File: config.mk
export PLATFORM = sky130hd
export DESIGN_NAME = cht_ctrl
export DESIGN_NICKNAME = d
export VERILOG_FILES = /design/src/sv/cht_pkg.sv /design/src/sv/cht_ctrl.sv
export SDC_FILE = /design/constraint.sdc
export NUM_CORES = 1
export LEC_CHECK = 0
export BUFFER_PORTS_ARGS = -buffer_cell sky130_fd_sc_hd__buf_4
export CELL_PAD_IN_SITES_DETAIL_PLACEMENT = 2
export CELL_PAD_IN_SITES_GLOBAL_PLACEMENT = 2
export CORE_AREA = 2 2 39 41
export DETAILED_ROUTE_END_ITERATION = 7
export DIE_AREA = 0 0 41 43
export PLACE_DENSITY_LB_ADDON = 0.1
export SLEW_MARGIN = 20
export SYNTH_ARGS = -nofsm -noshare
export SYNTH_HDL_FRONTEND = slang
export SYNTH_SLANG_ARGS = --single-unit
File: constraint.sdc
create_clock -name clk -period 1.8 [get_ports clk]
set_input_delay 0.54 -clock clk [delete_from_list [all_inputs] [get_ports clk]]
set_output_delay 0.54 -clock clk [all_outputs]
set_load 0.02 [all_outputs]
File: src/sv/cht_pkg.sv
package cht_pkg;

  // Table geometry. BUCKETS must stay a power of two: the bucket index is
  // the low bits of the key.
  localparam int BUCKETS    = 16;
  localparam int POOL_NODES = 64;

  localparam int KEY_W  = 31;
  localparam int VAL_W  = 32;
  localparam int BKT_W  = $clog2(BUCKETS);
  localparam int NODE_W = $clog2(POOL_NODES);
  localparam int CNT_W  = $clog2(POOL_NODES + 1);
  localparam int STAT_W = 2;

  typedef enum logic [STAT_W-1:0] {
    ST_INSERTED = 2'd0,
    ST_HIT      = 2'd1,
    ST_MISS     = 2'd2,
    ST_FULL     = 2'd3
  } status_t;

  typedef enum logic {
    CMD_INSERT = 1'b0,
    CMD_SEARCH = 1'b1
  } op_t;

  typedef enum logic [1:0] {
    S_IDLE,
    S_DISPATCH,
    S_INS_LINK,
    S_WALK
  } state_t;

  // Controller to datapath commands
  typedef struct packed {
    logic    load;      // capture the input transaction
    logic    node_wr;   // write the new node (key, value, no link)
    logic    link_upd;  // hook the new node onto its bucket, bump the count
    logic    rd_head;   // read the node at the bucket head
    logic    rd_link;   // read the node the current one links to
    logic    emit;      // drive a result next cycle
    status_t status;
  } dp_cmd_t;

  // Datapath to controller status
  typedef struct packed {
    logic is_search;
    logic pool_full;
    logic bkt_used;
    logic key_match;
    logic has_link;
  } dp_stat_t;

endpackage

File: src/sv/cht_ctrl.sv
module cht_ctrl (
  input  logic               clk,
  input  logic               rst_n,
  input  logic               start,
  input  cht_pkg::dp_stat_t  stat,
  output cht_pkg::dp_cmd_t   cmd,
  output logic               busy
);
  import cht_pkg::*;

  state_t state_r, state_nxt;

  always_ff @(posedge clk) begin
    if (!rst_n) begin
      state_r <= S_IDLE;
    end else begin
      state_r <= state_nxt;
    end
  end

  always_comb begin
    state_nxt  = state_r;
    cmd        = '0;
    cmd.status = ST_INSERTED;
    case (state_r)
      S_IDLE: begin
        if (start) begin
          cmd.load  = 1'b1;
          state_nxt = S_DISPATCH;
        end
      end
      S_DISPATCH: begin
        if (!stat.is_search) begin
          if (stat.pool_full) begin
            cmd.emit   = 1'b1;
            cmd.status = ST_FULL;
            state_nxt  = S_IDLE;
          end else begin
            cmd.node_wr = 1'b1;
            state_nxt   = S_INS_LINK;
          end
        end else if (!stat.bkt_used) begin
          cmd.emit   = 1'b1;
          cmd.status = ST_MISS;
          state_nxt  = S_IDLE;
        end else begin
          cmd.rd_head = 1'b1;
          state_nxt   = S_WALK;
        end
      end
      S_INS_LINK: begin
        cmd.link_upd = 1'b1;
        cmd.emit     = 1'b1;
        cmd.status   = ST_INSERTED;
        state_nxt    = S_IDLE;
      end
      S_WALK: begin
        if (stat.key_match) begin
          cmd.emit   = 1'b1;
          cmd.status = ST_HIT;
          state_nxt  = S_IDLE;
        end else if (stat.has_link) begin
          cmd.rd_link = 1'b1;
        end else begin
          cmd.emit   = 1'b1;
          cmd.status = ST_MISS;
          state_nxt  = S_IDLE;
        end
      end
      default: begin
        state_nxt = S_IDLE;
      end
    endcase
  end

  assign busy = (state_r != S_IDLE);

endmodule

======== Word-level counts from Yosys, hierarchy flattened ========
Cells that the tools add are included.
word-level totals
  bits in registers ....................... 2
  latch bits .............................. 0
  bits in writable memories ............... 0
  bits in read-only memories .............. 0
  bits of input ports ..................... 8
  output and inout bits ................... 9
  word-level logic and storage cells ...... 34
  memories kept ........................... 0
cells by class
  add/sub/neg operators ................... 0
  $mul .................................... 0
  div/mod/pow operators ................... 0
  magnitude comparators ................... 0
  equality and inequality tests ........... 5
  shifts and indexed selects .............. 0
  multiplexer cells ....................... 25
  bitwise operators ....................... 0
  reduce and logical (&&, ||, !) cells .... 3
operators by type and width
  cell                number
  $mux 3              5
  $mux 1              12
  $mux 2              6
  $pmux 3 s3          1
  $pmux 2 s4          1
  $eq 2x2->1 const B  2
  $ne 3x3->1 const B  1
  $eq 2x1->1 const B  1
  $logic_not 2->1     1
  $ne 2x2->1 const B  1
  $reduce_and 2->1    1
  $reduce_bool 2->1   1

======== Depth between registers and ports, before layout ========
Gate-level depths: netlist (run 1).
  depth in word-level cells ............... 3
  gate-level depth with buffers ........... 4
  mapped depth without buffers ............ 3

======== Worst setup path before layout (run 1) ========
OpenSTA, ideal clock, no wires.
  path type ............................... input port to output port
  start ................................... input stat[3] (netlist name)
  end ..................................... output cmd[1] (netlist name)
  arrival time ............................ 1,207 ps
  data required time ...................... 1,260 ps
  path slack .............................. 53 ps
  stages on the path ...................... 3
  path buffers ............................ 0
  cells stage by stage .................... or2_1 > and3b_1 > o21a_1
RTL lines
  what                line           source
  start: declaration  cht_ctrl.sv:5  input cht_pkg::dp_stat_t stat,
  end: declaration    cht_ctrl.sv:6  output cht_pkg::dp_cmd_t cmd,

==> results of run 1 <==
-- per-stage QoR --
stage	setup WS [ps]	total power [W]	setup TNS [ps]
CTS	-148	0.000246	-283
floorplan	52.7	0.0000897	0
global route	-142	0.000274	-324
finish	-123	0.000250	-217
global placement	-134	0.000128	-263
detailed placement	-168	0.000131	-413
-- cell usage after synthesis --
library cell  count  area (µm²)
a211oi_2          1        12.5
a21oi_1           1        5.00
a31oi_1           1        6.26
and3b_1           1        8.76
and4b_4           1        13.8
buf_6             1        11.3
dfxtp_1           2        40.0
inv_1             1        3.75
nand2_1           2        7.51
nand2b_1          2        12.5
nor2_1            3        11.3
nor2_4            1        11.3
nor2b_1           2        12.5
nor3b_1           2        15.0
o21a_1            1        7.51
o31a_1            1        8.76
or2_1             1        6.26
or2_4             1        8.76
-- critical path: cells and delay by family --
kind            cells  cell delay, ps
compound gates      1             190
buf+inv             2             220
simple gates        2             430
-- power groups by stage --
| stage | combinational, W | clock, W | sequential, W |
|---|---|---|---|
| 5_1_grt | 0.000101 | 0.000118 | 0.0000550 |
| 2_1_floorplan | 0.0000395 | 0 | 0.0000502 |
| 3_5_place_dp | 0.0000778 | 0 | 0.0000531 |
| 3_3_place_gp | 0.0000749 | 0 | 0.0000530 |
| 4_1_cts | 0.0000837 | 0.000109 | 0.0000527 |
| 6_report | 0.0000936 | 0.000102 | 0.0000543 |
-- timing repair --
item                                    CTS  global route
setup buffers                             1             1
pin swaps                                 4             3
resized for setup                         4            10
endpoints found under the setup margin    5             6
-- layer usage --
metal	wire, µm	global-route usage [%]	share of wire, %	vias to the layer above
li1	-	-	-	134
met1	289	9.84	35	136
met2	490	20.0	60	7
met3	36	0	4.4	0
met4	0	6.00	0	0
met5	0	0	0	-
-- final cells by class --
class	count	area, µm²	area share (%)
flip-flops and latches	2	42.5	9.44
well taps	16	20.0	4.44
repair buffers	22	184	40.8
multi-input cells	21	178	39.4
clock buffers	3	22.5	5.00
inverters	1	3.75	0.833
-- cell families after synthesis --
| family | count (synthesis) | synth area share (%) |
|---|---|---|
| DFF | 2 | 19.8 |
| AOI/OAI and AO/OA | 5 | 19.8 |
| buffers and inverters | 2 | 7.41 |
| and+or+nand+nor | 16 | 53.1 |
-- path summary, 6_finish.rpt --
kind	from	end	cells after the start
setup / recovery	stat[3]	cmd[1]	5
setup reg to reg	state_r[1]$_SDFFE_PN0P_	state_r[1]$_SDFFE_PN0P_	5
hold reg to reg	state_r[0]$_SDFFE_PN0P_	state_r[1]$_SDFFE_PN0P_	2
hold / removal	state_r[0]$_SDFFE_PN0P_	state_r[1]$_SDFFE_PN0P_	2
==> out/results.ini, run 1 <==
[run_status]
status=finished, violations left
violations=negative setup slack

[cts]
numCtsBuffers=3
cts_tree=built
cts_root_buf=clkbuf_4
cts_hold_buf=0
clkTransAtPathRegs_ps=30
cts_htree_levels=1
insertion_delay_ps=220
ctsLongestPathBuffers=2
cts.sinks=2

[drt]
via_count=277
drtPass1Iterations=2
via_per_inst=4.26
drc=0
wl_um=816
drt_iter0_drc=2
drtAntennaViolNets=0
wire_per_inst_um=12.6

[die]
start_util_pct=14.6
num_rows=14
die_h_um=43
die_area_mm2=0.00176
ios=17
core_mm2=0.00138
die_w_um=41

[worst_setup_path]
cpMostUsedCell=buf_6
r2r_slack_ps=560
critical_path.max_fanout=2
cp_cell_sequence=buf_6 -> or2_4 -> and3b_1 -> o21a_1 -> buf_6
cp.required_ps=1260
slowest_stage=or2_4
arrival_ps=1380
path_class=in2out
worstSetupEndpointType=output port
cp-start-kind=input port
critPathMaxStageDelay_ps=240

[place]
place_area_um2=362
dp_cells=60
portBuffers=16
place.gp.congestion=0.630

[pwr]
seqPwrFrac_pct=21.7
swShare_pct=30.4
p_per_area_mw_per_mm2=556
p_int_w=0.000174
clock_power_share_pct=40.9
leakage_nw=0.202
irDropWorstVdd_mv=0.136
power_frac_comb_pct=37.4
power_switching_w=0.0000760

[sta]
setup_slack_ps=-123
relSlewSlack_pct=85.5
fmax_mhz=520
rsz0062_at_grt=true
setup_viol=2
skew_ps=0.489
hold_viol=0
timing.hold.ws_ps=534
tightest_slew_ps=217
fin_crit_sh_pct=107
final_max_slew_viol_count=0
layout_min_cycle_time_ps=1920

[cells_and_area]
insertedDiodeCount=0
drive_gt1_share_pct=73.5
layout_commonest_cell=buf_4
layout.cells.non_filler=65
fill_cells=162
largest_reg_flops=2
reg_top3=state_r x2
fin_area_um2=450
final_cell_mix=17 x buf_4, 5 x buf_6, 3 x clkbuf_4
finish.utilization_pct=32.5
syn_to_final_growth_pct=122
top_register=state_r
fin_nets=59

[worst_hold_path]
hold_path_class=reg2reg

[global_routing]
overflow=0
grt_max_degree=11
grt_pass1_vias=310
grt_usage_pct=10.4
antenna_found_initial=0
grt_pass1_wl_um=1240

[yosys]
synth_cell_types=18
yosysWarnings=0
ys_ff_latch=2
synth_cells=25
yosysSeqAreaShare_pct=19.8
netlist_area_um2=203
syn_nets=33
synth_area_per_cell_um2=8.11

[run]
cap_violations=0

(Power assumes the default switching activity.)
==> run 2, diff against run 1 <==
- ABC_AREA: unset -> 1
- CORE_AREA: 2 2 39 41 -> unset
- CORE_UTILIZATION: unset -> 14
- DIE_AREA: 0 0 41 43 -> unset
==> run 2 against run 1 <==
The flow now finishes without violations. Wire length decreased by 2.3%. Maximum frequency increased by 7.8%. Sequential share of layout area increased by 1.8 points. Combinational power decreased by 26%. Core utilization decreased by 5.0 points. Synthesized cell count increased by 40%. Flip-flop and latch count unchanged. First-iteration DRC count decreased by 50%. Largest power group unchanged. Highest routed layer unchanged.
==> out/results.ini, run 2 <==
[cts]
insertion_delay_ps=220  ; about the same
cts_hold_buf=0  ; unchanged
cts.sinks=2  ; unchanged
clkTransAtPathRegs_ps=30  ; about the same
cts_tree=built
cts_root_buf=clkbuf_4
numCtsBuffers=3  ; unchanged
ctsLongestPathBuffers=2  ; unchanged
cts_htree_levels=1  ; unchanged

[sta]
relSlewSlack_pct=86.3  ; +0.79 points
final.setup.tns_ps=0  ; +217 ps
hold_viol=0  ; unchanged
final_max_slew_viol_count=0  ; unchanged
layout_min_cycle_time_ps=1780  ; -139 ps
tightest_slew_ps=204  ; -13.6 ps
rsz0062_at_grt=true
fin_crit_sh_pct=99.1  ; -7.7 points
setup_viol=0  ; -2
setup_slack_ps=15.9  ; +139 ps
fmax_mhz=561  ; +7.8%
skew_ps=0.920  ; +0.431 ps

[worst_setup_path]
cpMostUsedCell=buf_4
critPathMaxStageDelay_ps=230  ; about the same
critical_path.max_fanout=3  ; +1
worstSetupEndpointType=output port
cp_cell_sequence=buf_4 -> or2_1 -> nand3_1 -> o31ai_1 -> buf_4
arrival_ps=1240  ; -140 ps
slowest_stage=or2_1
path_class=in2out
cp.required_ps=1260  ; about the same
cp-start-kind=input port

[yosys]
syn_nets=43  ; +30%
yosysTopAreaCell=dfxtp_1
synth_top_area_share_pct=19.5  ; -0.24 points
ys_ff_latch=2  ; unchanged
synth_top_family_by_area=simple AND/OR/NAND/NOR gates
synth_cells=35  ; +40%
synth_area_leaders=dfxtp_1 20%, inv_1 16%, nand2_2 9.1%
yosysWarnings=0  ; unchanged
synth_edf_count=0  ; unchanged
synth_cell_types=16  ; -2
synth_most_common_cell=inv_1
netlist_area_um2=205  ; +1.2%
async_flop_share_pct=0  ; unchanged
synthFlopType=dfxtp_1
synth-compound-area-share_pct=14.0  ; -5.7 points
synth_xor_area_share_pct=0  ; unchanged
synthAdderAreaFrac_pct=0  ; unchanged
yosys-top-cells-count=9 x inv_1, 5 x nor2_1, 4 x nand2_1
yosys.area_share.simple_pct=48.2  ; -4.9 points
synth_area_per_cell_um2=5.86  ; -28%
yosysSeqAreaShare_pct=19.5  ; -0.24 points
muxShareOfSynthArea_pct=0  ; unchanged

[cells_and_area]
fill_cells=174  ; +7.4%
seqCellArea_um2=41.3  ; -2.9%
insertedDiodeCount=0  ; unchanged
multiInputGateArea_um2=128  ; -28%
syn_to_final_growth_pct=79.3
top_register=state_r
largest_reg_flops=2  ; unchanged
finish.utilization_pct=27.6  ; -5.0 points
fin_nets=64  ; +8.5%
drive_gt1_share_pct=48.1  ; -25 points
reg_top3=state_r x2
final_cell_mix=16 x buf_4, 9 x inv_1, 5 x nor2_1
layout_commonest_cell=buf_4

[place]
pre_cts_slack_ps=4.54  ; +173 ps
place.gp.congestion=0.616  ; -2.3%
hpwl_um=657
portBuffers=16  ; unchanged

[drt]
drtAntennaViolNets=0  ; unchanged
wire_per_inst_um=11.6  ; -8.0%
drc=0  ; unchanged
via_count=289  ; +4.3%
wl_um=797  ; -2.3%
via_per_inst=4.19  ; -1.7%
drtPass1Iterations=2  ; unchanged
drt_iter0_drc=1  ; -1

[die]
die_h_um=40.3  ; -6.3%
start_util_pct=15.4  ; +0.74 points
core_mm2=0.00133  ; -3.6%
die_w_um=40.3  ; -1.7%
num_rows=13  ; -1
die_area_mm2=0.00162  ; -7.9%
ios=17  ; unchanged

[global_routing]
grt_usage_pct=10.3  ; -0.13 points
antenna_found_initial=0  ; unchanged
grt_pass1_wl_um=1060  ; -14%
grt_max_degree=6  ; -5
overflow=0  ; unchanged
grt_pass1_vias=269  ; -13%

[worst_hold_path]
hold_path_class=in2reg

[pwr]
power_w=0.000215  ; -14%
leakage_nw=0.223  ; +10%
irDropWorstVdd_mv=0.124  ; -8.3%
p_per_area_mw_per_mm2=585  ; +5.3%

[run_status]
status=finished, final reports clean

[run]
cap_violations=0  ; unchanged

-- run 2: cell count changes in the layout (fill, tap and decap cells not counted), moves of 2 or more --
cell and change:
buf_6 -5, inv_1 +8, nand2_1 +3, nand2_2 +2, nand2b_1 -2, nor2_1 +4
nor2_4 -2, nor2b_1 -2, nor3b_1 -2, or2_4 -2
-- run 2: cell families after synthesis --
logic type             after synthesis
and+or+nand+nor                     19
DFF                                  2
AOI/OAI and AO/OA                    4
buffers and inverters               10
-- run 2: routing by layer --
layer	up-vias	global-route usage (%)	part of all wire, %
met5	-	0	0
met2	9	19.8	56
li1	145	-	-
met4	0	5.00	0
met3	0	1.67	5.8
met1	135	10.5	39
-- run 2: cell type report --
class,count,area share (%)
clock buffers,3,6.12
inverters,10,10.2
repair buffers,16,32.7
multi-input cells,23,34.7
well taps,15,5.10
flip-flops and latches,2,11.2
-- run 2: what timing repair did --
action	CTS	global route
pin swaps	0	0
setup buffers	0	0
endpoints found under the setup margin	2	3
gates resized for setup	1	1
-- run 2: where the power goes --
part	total, W	internal (W)	switching, W
registers	0.0000508	0.0000474	0.00000334
logic	0.0000689	0.0000315	0.0000374
clock network	0.0000955	0.0000733	0.0000223
-- run 2: through the flow --
step	hold slack (ps)	instances	instance area, µm²
global placement	675	66	344
global route	555	69	368
detailed placement	677	66	344
floorplan	606	35	205
CTS	534	69	368
finish	535	69	368
-- run 2: path summary, 6_finish.rpt --
path                                 from                       to  slack, ps  cells after the start
hold reg to reg   state_r[0]$_SDFFE_PN0P_  state_r[1]$_SDFFE_PN0P_        650                      4
setup reg to reg  state_r[1]$_SDFFE_PN0P_  state_r[0]$_SDFFE_PN0P_        850                      6
setup / recovery                  stat[3]                   cmd[1]         20                      5
hold / removal                      rst_n  state_r[0]$_SDFFE_PN0P_        540                      3
-- run 2: critical path: cells and delay by family --
kind,cells,cell delay (ps)
simple gates,2,340
buf+inv,2,280
compound gates,1,80
